File: src/sv/crt_pkg.sv
`default_nettype none
// ----------------------------------------------------------------------------
// crt_pkg
// Shared types and constants for the coefficient rejection test.
// ----------------------------------------------------------------------------
package crt_pkg;

    localparam int COEFF_WIDTH_DEF = 24;
    localparam int REG_WIDTH       = 21;
    localparam int RAND_WIDTH      = 24;
    localparam int CFG_IDX_WIDTH   = 1;

    localparam logic [CFG_IDX_WIDTH-1:0] CFG_GAMMA = 1'd0;
    localparam logic [CFG_IDX_WIDTH-1:0] CFG_BETA  = 1'd1;

    localparam logic [REG_WIDTH-1:0] GAMMA_RESET = 21'd4096;
    localparam logic [REG_WIDTH-1:0] BETA_RESET  = 21'd58;

    // verdict of one coefficient test
    typedef struct packed {
        logic used;
        logic reject;
    } crt_verdict_t;

endpackage
`default_nettype wire

File: src/sv/crt_eval.sv
`default_nettype none
// ----------------------------------------------------------------------------
// crt_eval
// Combinational test of one coefficient: window checks, one multiply, compare.
// ----------------------------------------------------------------------------
module crt_eval #(
    parameter int COEFF_WIDTH = crt_pkg::COEFF_WIDTH_DEF
) (
    input  wire logic [crt_pkg::REG_WIDTH-1:0]  gamma_bound,
    input  wire logic [crt_pkg::REG_WIDTH-1:0]  beta_margin,
    input  wire logic [COEFF_WIDTH-1:0]         z_coeff,
    input  wire logic [COEFF_WIDTH-1:0]         v_coeff,
    input  wire logic [crt_pkg::RAND_WIDTH-1:0] random_word,
    output crt_pkg::crt_verdict_t               verdict
);
    import crt_pkg::*;

    localparam int MW = (COEFF_WIDTH > REG_WIDTH) ? COEFF_WIDTH : REG_WIDTH;
    localparam int FW = MW + 2;
    localparam int PW = RAND_WIDTH + 1 + FW;
    localparam int LIM_SHIFT = RAND_WIDTH + 1;

    logic [COEFF_WIDTH-1:0] a, b;
    logic [MW:0]            a_w, b_w, g_w, bt_w;
    logic                   fast, over, low_mag;

    logic signed [FW-1:0] g_s, bt_s, a_s, b_s, m_s, d_s;
    logic signed [FW-1:0] f1, t1, t2, t1c, t2c, f2, factor, lim_base;
    logic signed [PW-1:0] lim_p, prod;

    always_comb
    begin
        a = z_coeff[COEFF_WIDTH-1] ? (~z_coeff + 1'b1) : z_coeff;
        b = v_coeff[COEFF_WIDTH-1] ? (~v_coeff + 1'b1) : v_coeff;

        a_w  = (MW+1)'(a);
        b_w  = (MW+1)'(b);
        g_w  = (MW+1)'(gamma_bound);
        bt_w = (MW+1)'(beta_margin);

        fast    = (a_w >= bt_w) && ((a_w + bt_w) < g_w);
        over    = (a_w >= g_w);
        low_mag = (a_w < bt_w);

        g_s  = $signed(FW'(g_w));
        bt_s = $signed(FW'(bt_w));
        a_s  = $signed(FW'(a_w));
        b_s  = $signed(FW'(b_w));
        m_s  = (a_w > b_w) ? a_s : b_s;
        d_s  = (a_w > b_w) ? (a_s - b_s) : (b_s - a_s);

        // small-magnitude branch
        f1 = (g_s - m_s) <<< 1;

        // general branch
        t1  = g_s - d_s;
        t2  = g_s - a_s - b_s;
        t1c = t1[FW-1] ? '0 : t1;
        t2c = t2[FW-1] ? '0 : t2;
        f2  = t1c + t2c;

        factor   = low_mag ? f1 : f2;
        lim_base = low_mag ? (g_s - bt_s) : (g_s - a_s);
        lim_p    = PW'(lim_base) <<< LIM_SHIFT;

        prod = PW'($signed({1'b0, random_word})) * PW'(factor);

        verdict.used   = !fast && !over;
        verdict.reject = over || (!fast && (prod > lim_p));
    end

endmodule
`default_nettype wire

File: config.mk
export PLATFORM = sky130hd
export DESIGN_NAME = crt_eval
export DESIGN_NICKNAME = d
export VERILOG_FILES = /design/src/sv/crt_pkg.sv /design/src/sv/crt_eval.sv
export SDC_FILE = /design/constraint.sdc
export NUM_CORES = 2
export LEC_CHECK = 0
export ABC_AREA = 0
export BUFFER_PORTS_ARGS = -buffer_cell sky130_fd_sc_hd__buf_2
export CAP_MARGIN = 20
export CORE_MARGIN = 1.5
export CORE_UTILIZATION = 61
export DETAILED_ROUTE_END_ITERATION = 8
export PLACE_DENSITY = 0.8
export SLEW_MARGIN = 20
export SYNTH_ARGS = -nofsm -noshare
export SYNTH_HDL_FRONTEND = slang
export SYNTH_SLANG_ARGS = --single-unit
File: constraint.sdc
create_clock -name vclk -period 62
set_input_delay 9.3 -clock vclk [all_inputs]
set_output_delay 9.3 -clock vclk [all_outputs]
set_load 0.005 [all_outputs]
; Yosys cells after proc, flatten, opt, wreduce, memory -nomap -nowiden
; Index checks and enable logic that the tools add are counted.
[totals]
register_bits = 0
latchBits = 0
mem_bits_rw = 0
mem_bits_ro = 0
output_inout_bits = 2
elab_cells = 34
mem_count = 0
[op_classes]
addsub = 11
n_mul = 1
div_mod_pow = 0
magnitude_cmp = 6
n_eq_ne = 0
n_shift = 0
n_mux = 8
n_bitwise = 2
n_reduce_logical = 6
[op_table]
columns = operator, count
row1 = two-way mux 26 bit, 3
row2 = two-way mux 24 bit, 3
row3 = greater-than comparator 51 bit, 1
row4 = multiplier 25 x 26 -> 51 bit, 1
row5 = two-way mux 25 bit, 2
row6 = subtractor 21 x 24 -> 25 bit, 2
row7 = subtractor 24 x 24 -> 25 bit, 2
row8 = adder 24 x 1 -> 24 bit (second input constant), 2
row9 = greater-or-equal comparator 24 x 21 -> 1 bit, 2
row10 = inverter 24 bit, 2
row11 = adder 25 x 25 -> 26 bit, 1
row12 = subtractor 22 x 26 -> 26 bit, 1
row13 = subtractor 26 x 25 -> 26 bit, 1
row14 = adder 24 x 21 -> 25 bit, 1
row15 = less-than comparator 25 x 21 -> 1 bit, 1
row16 = greater-than comparator 24 bit, 1
row17 = less-than comparator 24 x 21 -> 1 bit, 1
row18 = subtractor 21 x 21 -> 22 bit, 1
row19 = logical AND 1 bit, 3
row20 = logical NOT 1 bit, 2
row21 = logical OR 1 bit, 1

; Logic depth before layout (Yosys ltp)
[depth]
depth_word = 13
depth_mapped = 83

; Worst setup path before layout
; OpenSTA, ideal clock, no wires.
[synth_timing]
path_kind = input to output
from = input z_coeff[0]
to = output verdict[0] in the netlist's numbering
arrival_ns = 26.866
required_time_ns = 52.700
setup_slack_ns = 25.834
cell_stages = 76
n_path_buf = 5
cell_sequence = inv_1 ha_1 or3b_2 o41ai_1 xnor2_1 inv_2 ha_1 clkbuf_1 nand2_1 or4b_4 a2111oi_4 o31a_2 buf_4 clkbuf_1 mux2i_1 a21oi_1 xor2_1 ha_1 [40 not listed] a311oi_1 a311oi_1 a221o_1 a41o_1 or2_2 a311oi_1 xnor2_1 ha_1 nand4_1 nor2_1 nand2_1 a2111oi_0 o221ai_1 nor4_1 nand4_1 or4_1 a2111oi_0 o31ai_1
[synth_lines]
columns = element, line_no
row1 = "start, declared", crt_eval.sv:11  ; input wire logic [COEFF_WIDTH-1:0] z_coeff,
row2 = "end, declared", crt_eval.sv:14  ; output crt_pkg::crt_verdict_t verdict

==> results.toml <==
[logic_synthesis]
synth_nets = 5712
synth_simple_gate_area_share_pct = 17.6
synth_adder_area_share_pct = 50.1
synth_compound_area_share_pct = 14.9
syn_inst = 4527
synthMuxAreaShare_pct = 0.853
synth_cell_types = 96
synth_top_area_share_pct = 36.0
synth_area_mm2 = 0.0369
yosys_warnings = 0
synthXorXnorAreaFrac_pct = 5.85
synthTopCellsByArea = "fa_1, ha_1, inv_1, and2_1, nand2_1"
synth_top_family_by_area = "adder cells"
yosysTopAreaCell = "fa_1"
yosysSeqAreaShare_pct = 0
avgSynthCellArea_um2 = 8.16

[clock_network]
cts-resized-gates = 0
cts-hold-fix-buffers = 0
post_cts_buffers = 0

[flow_run]
maxCapViolCount = 0

[grt]
busiest_layer = "met2"
grt_max_degree = 60
met3_usage_pct = 5.53
grt_first_pass_wirelength_um = 177000
met2_usage_pct = 58.4
track_usage_pct = 36.1
grt_antenna_before_repair = 2
grt_overflow = 0
grtUsageMet1_pct = 49.8
grt_pass1_vias = 33200

[sta]
setup_tns_ps = 0
relSlewSlack_pct = 24.7
setup_viol = 0
min_period_ps = 39940
fmax_ghz = 0.0250
worstMarginPinSlew_ps = 1120
finalHoldViolCount = 0
finalCritPeriodShare_pct = 64.4
drv_slew = 0
rsz0062_at_grt = "no"

[die]
start_util_pct = 61.4
fp.dieH_um = 249
rows = 90
ios = 116
core_mm2 = 0.0601
die_w_um = 249
dieArea_mm2 = 0.0621

[routing]
first_iter_violations = 2730
drc_errors = 0
post_drt_via_cell_ratio = 6.09
post_drt_wl_per_cell_um = 20.8
wirelength_um = 110000
ant_nets = 0
routed-via-count = 32300
firstDrtPassIters = 5

[layout]
flops_and_latches = 0
syn2layout_area_growth_pct = 3.73
fin_nets = 5706
final_cell_area_mm2 = 0.0383
n_clock_buffer = 0
drive_gt1_share_pct = 5.38
regArea_um2 = 0

[setup_path]
arrival_ps = 30640
cp.required_ps = 52700
crit_start = "z_coeff[10]"
cp_slowest_stage_delay_ps = 780
startpoint_type = "input port"
crit_fanout = 54
cp-end-kind = "primary output"
critPathKind = "input port to primary output"
cpMostUsedCell = "fa_1"
crit_slowest_cell = "nor4_2"

[worst_hold_path]
hold_path_class = "input port to primary output"
worstHoldStart = "z_coeff[21]"

[placement]
postPlaceCellArea_mm2 = 0.0383
io_buffers = 116
dp_hpwl_um = 91900
finalWeightedCongestion = 1.01

[outcome]
status = "finished clean"
==> cell type report <==
type	count	area, um2
Multi-Input combinational cell	3475	33100
Fill cell	5239	21800
Inverter	876	3290
Tap cell	782	978
Timing Repair Buffer	168	971
Antenna cell	2	5.00
==> path summary, 6_finish.rpt <==
check | to | cells after the start
max | verdict[0] | 73
min | verdict[1] | 7
==> cell usage after synthesis (12+ instances only) <==
library cell,n
a211o_1,16
a211oi_1,18
a21o_1,99
a21oi_1,205
a31oi_1,33
and2_1,282
and3_1,52
buf_2,17
clkbuf_1,146
fa_1,664
ha_1,407
inv_1,875
maj3_1,12
mux2i_1,27
nand2_1,465
nand2b_1,36
nand3_1,44
nand4_1,36
nor2_1,183
nor2b_1,30
nor3_1,80
nor4_1,13
o211a_1,13
o211ai_1,31
o21a_1,46
o21ai_0,165
o21bai_1,30
o31ai_1,28
or3_1,21
xnor2_1,142
xor2_1,93
==> worst max-delay path: cells and delay by family <==
kind            cells  cell delay, ps
fa+ha+maj          13            5670
simple gates       18            4220
mux                 2             750
buf+inv             9            1440
compound gates     27            8190
xor+xnor            4             980
==> metal layers <==
| layer | share of wire, % | vias to the layer above | wire length [um] |
|---|---|---|---|
| li1 | - | 14500 | - |
| met3 | 10 | 229 | 11200 |
| met2 | 45 | 1732 | 50000 |
| met1 | 41 | 15800 | 45300 |
| met4 | 3.5 | 0 | 3890 |
| met5 | 0 | - | 0 |
==> through the flow <==
| step | utilization, % | hold slack [ps] | setup WS [ps] | std cells |
|---|---|---|---|---|
| 2_1_floorplan | - | 18890 | 25830 | 4527 |
| 3_3_place_gp | 63.7 | 19580 | 22780 | 5301 |
| 3_5_place_dp | 63.7 | 19580 | 22410 | 5301 |
| 4_1_cts | 63.7 | 19600 | 22380 | 5301 |
| 5_1_grt | 63.7 | 19660 | 20850 | 5302 |
| 6_report | 63.7 | 19610 | 22060 | 5303 |
==> logic make-up (layout without fill, tap and decap cells) <==
kind of cell,count (synthesis),count (layout)
compound gates,818,818
xor+xnor,241,241
fa+ha+maj,1083,1083
buf+inv,1052,1044
mux,31,31
other cells,0,2
simple gates,1302,1302
==> cell usage in the layout (no fill, tap or decap), drive strengths merged, types with 144 or more instances in the layout <==
cell type,instances
buf,168
fa,664
ha,407
and2,284
a21oi,206
xnor2,144
inv,876
nor2,183
o21ai,167
nand2,465
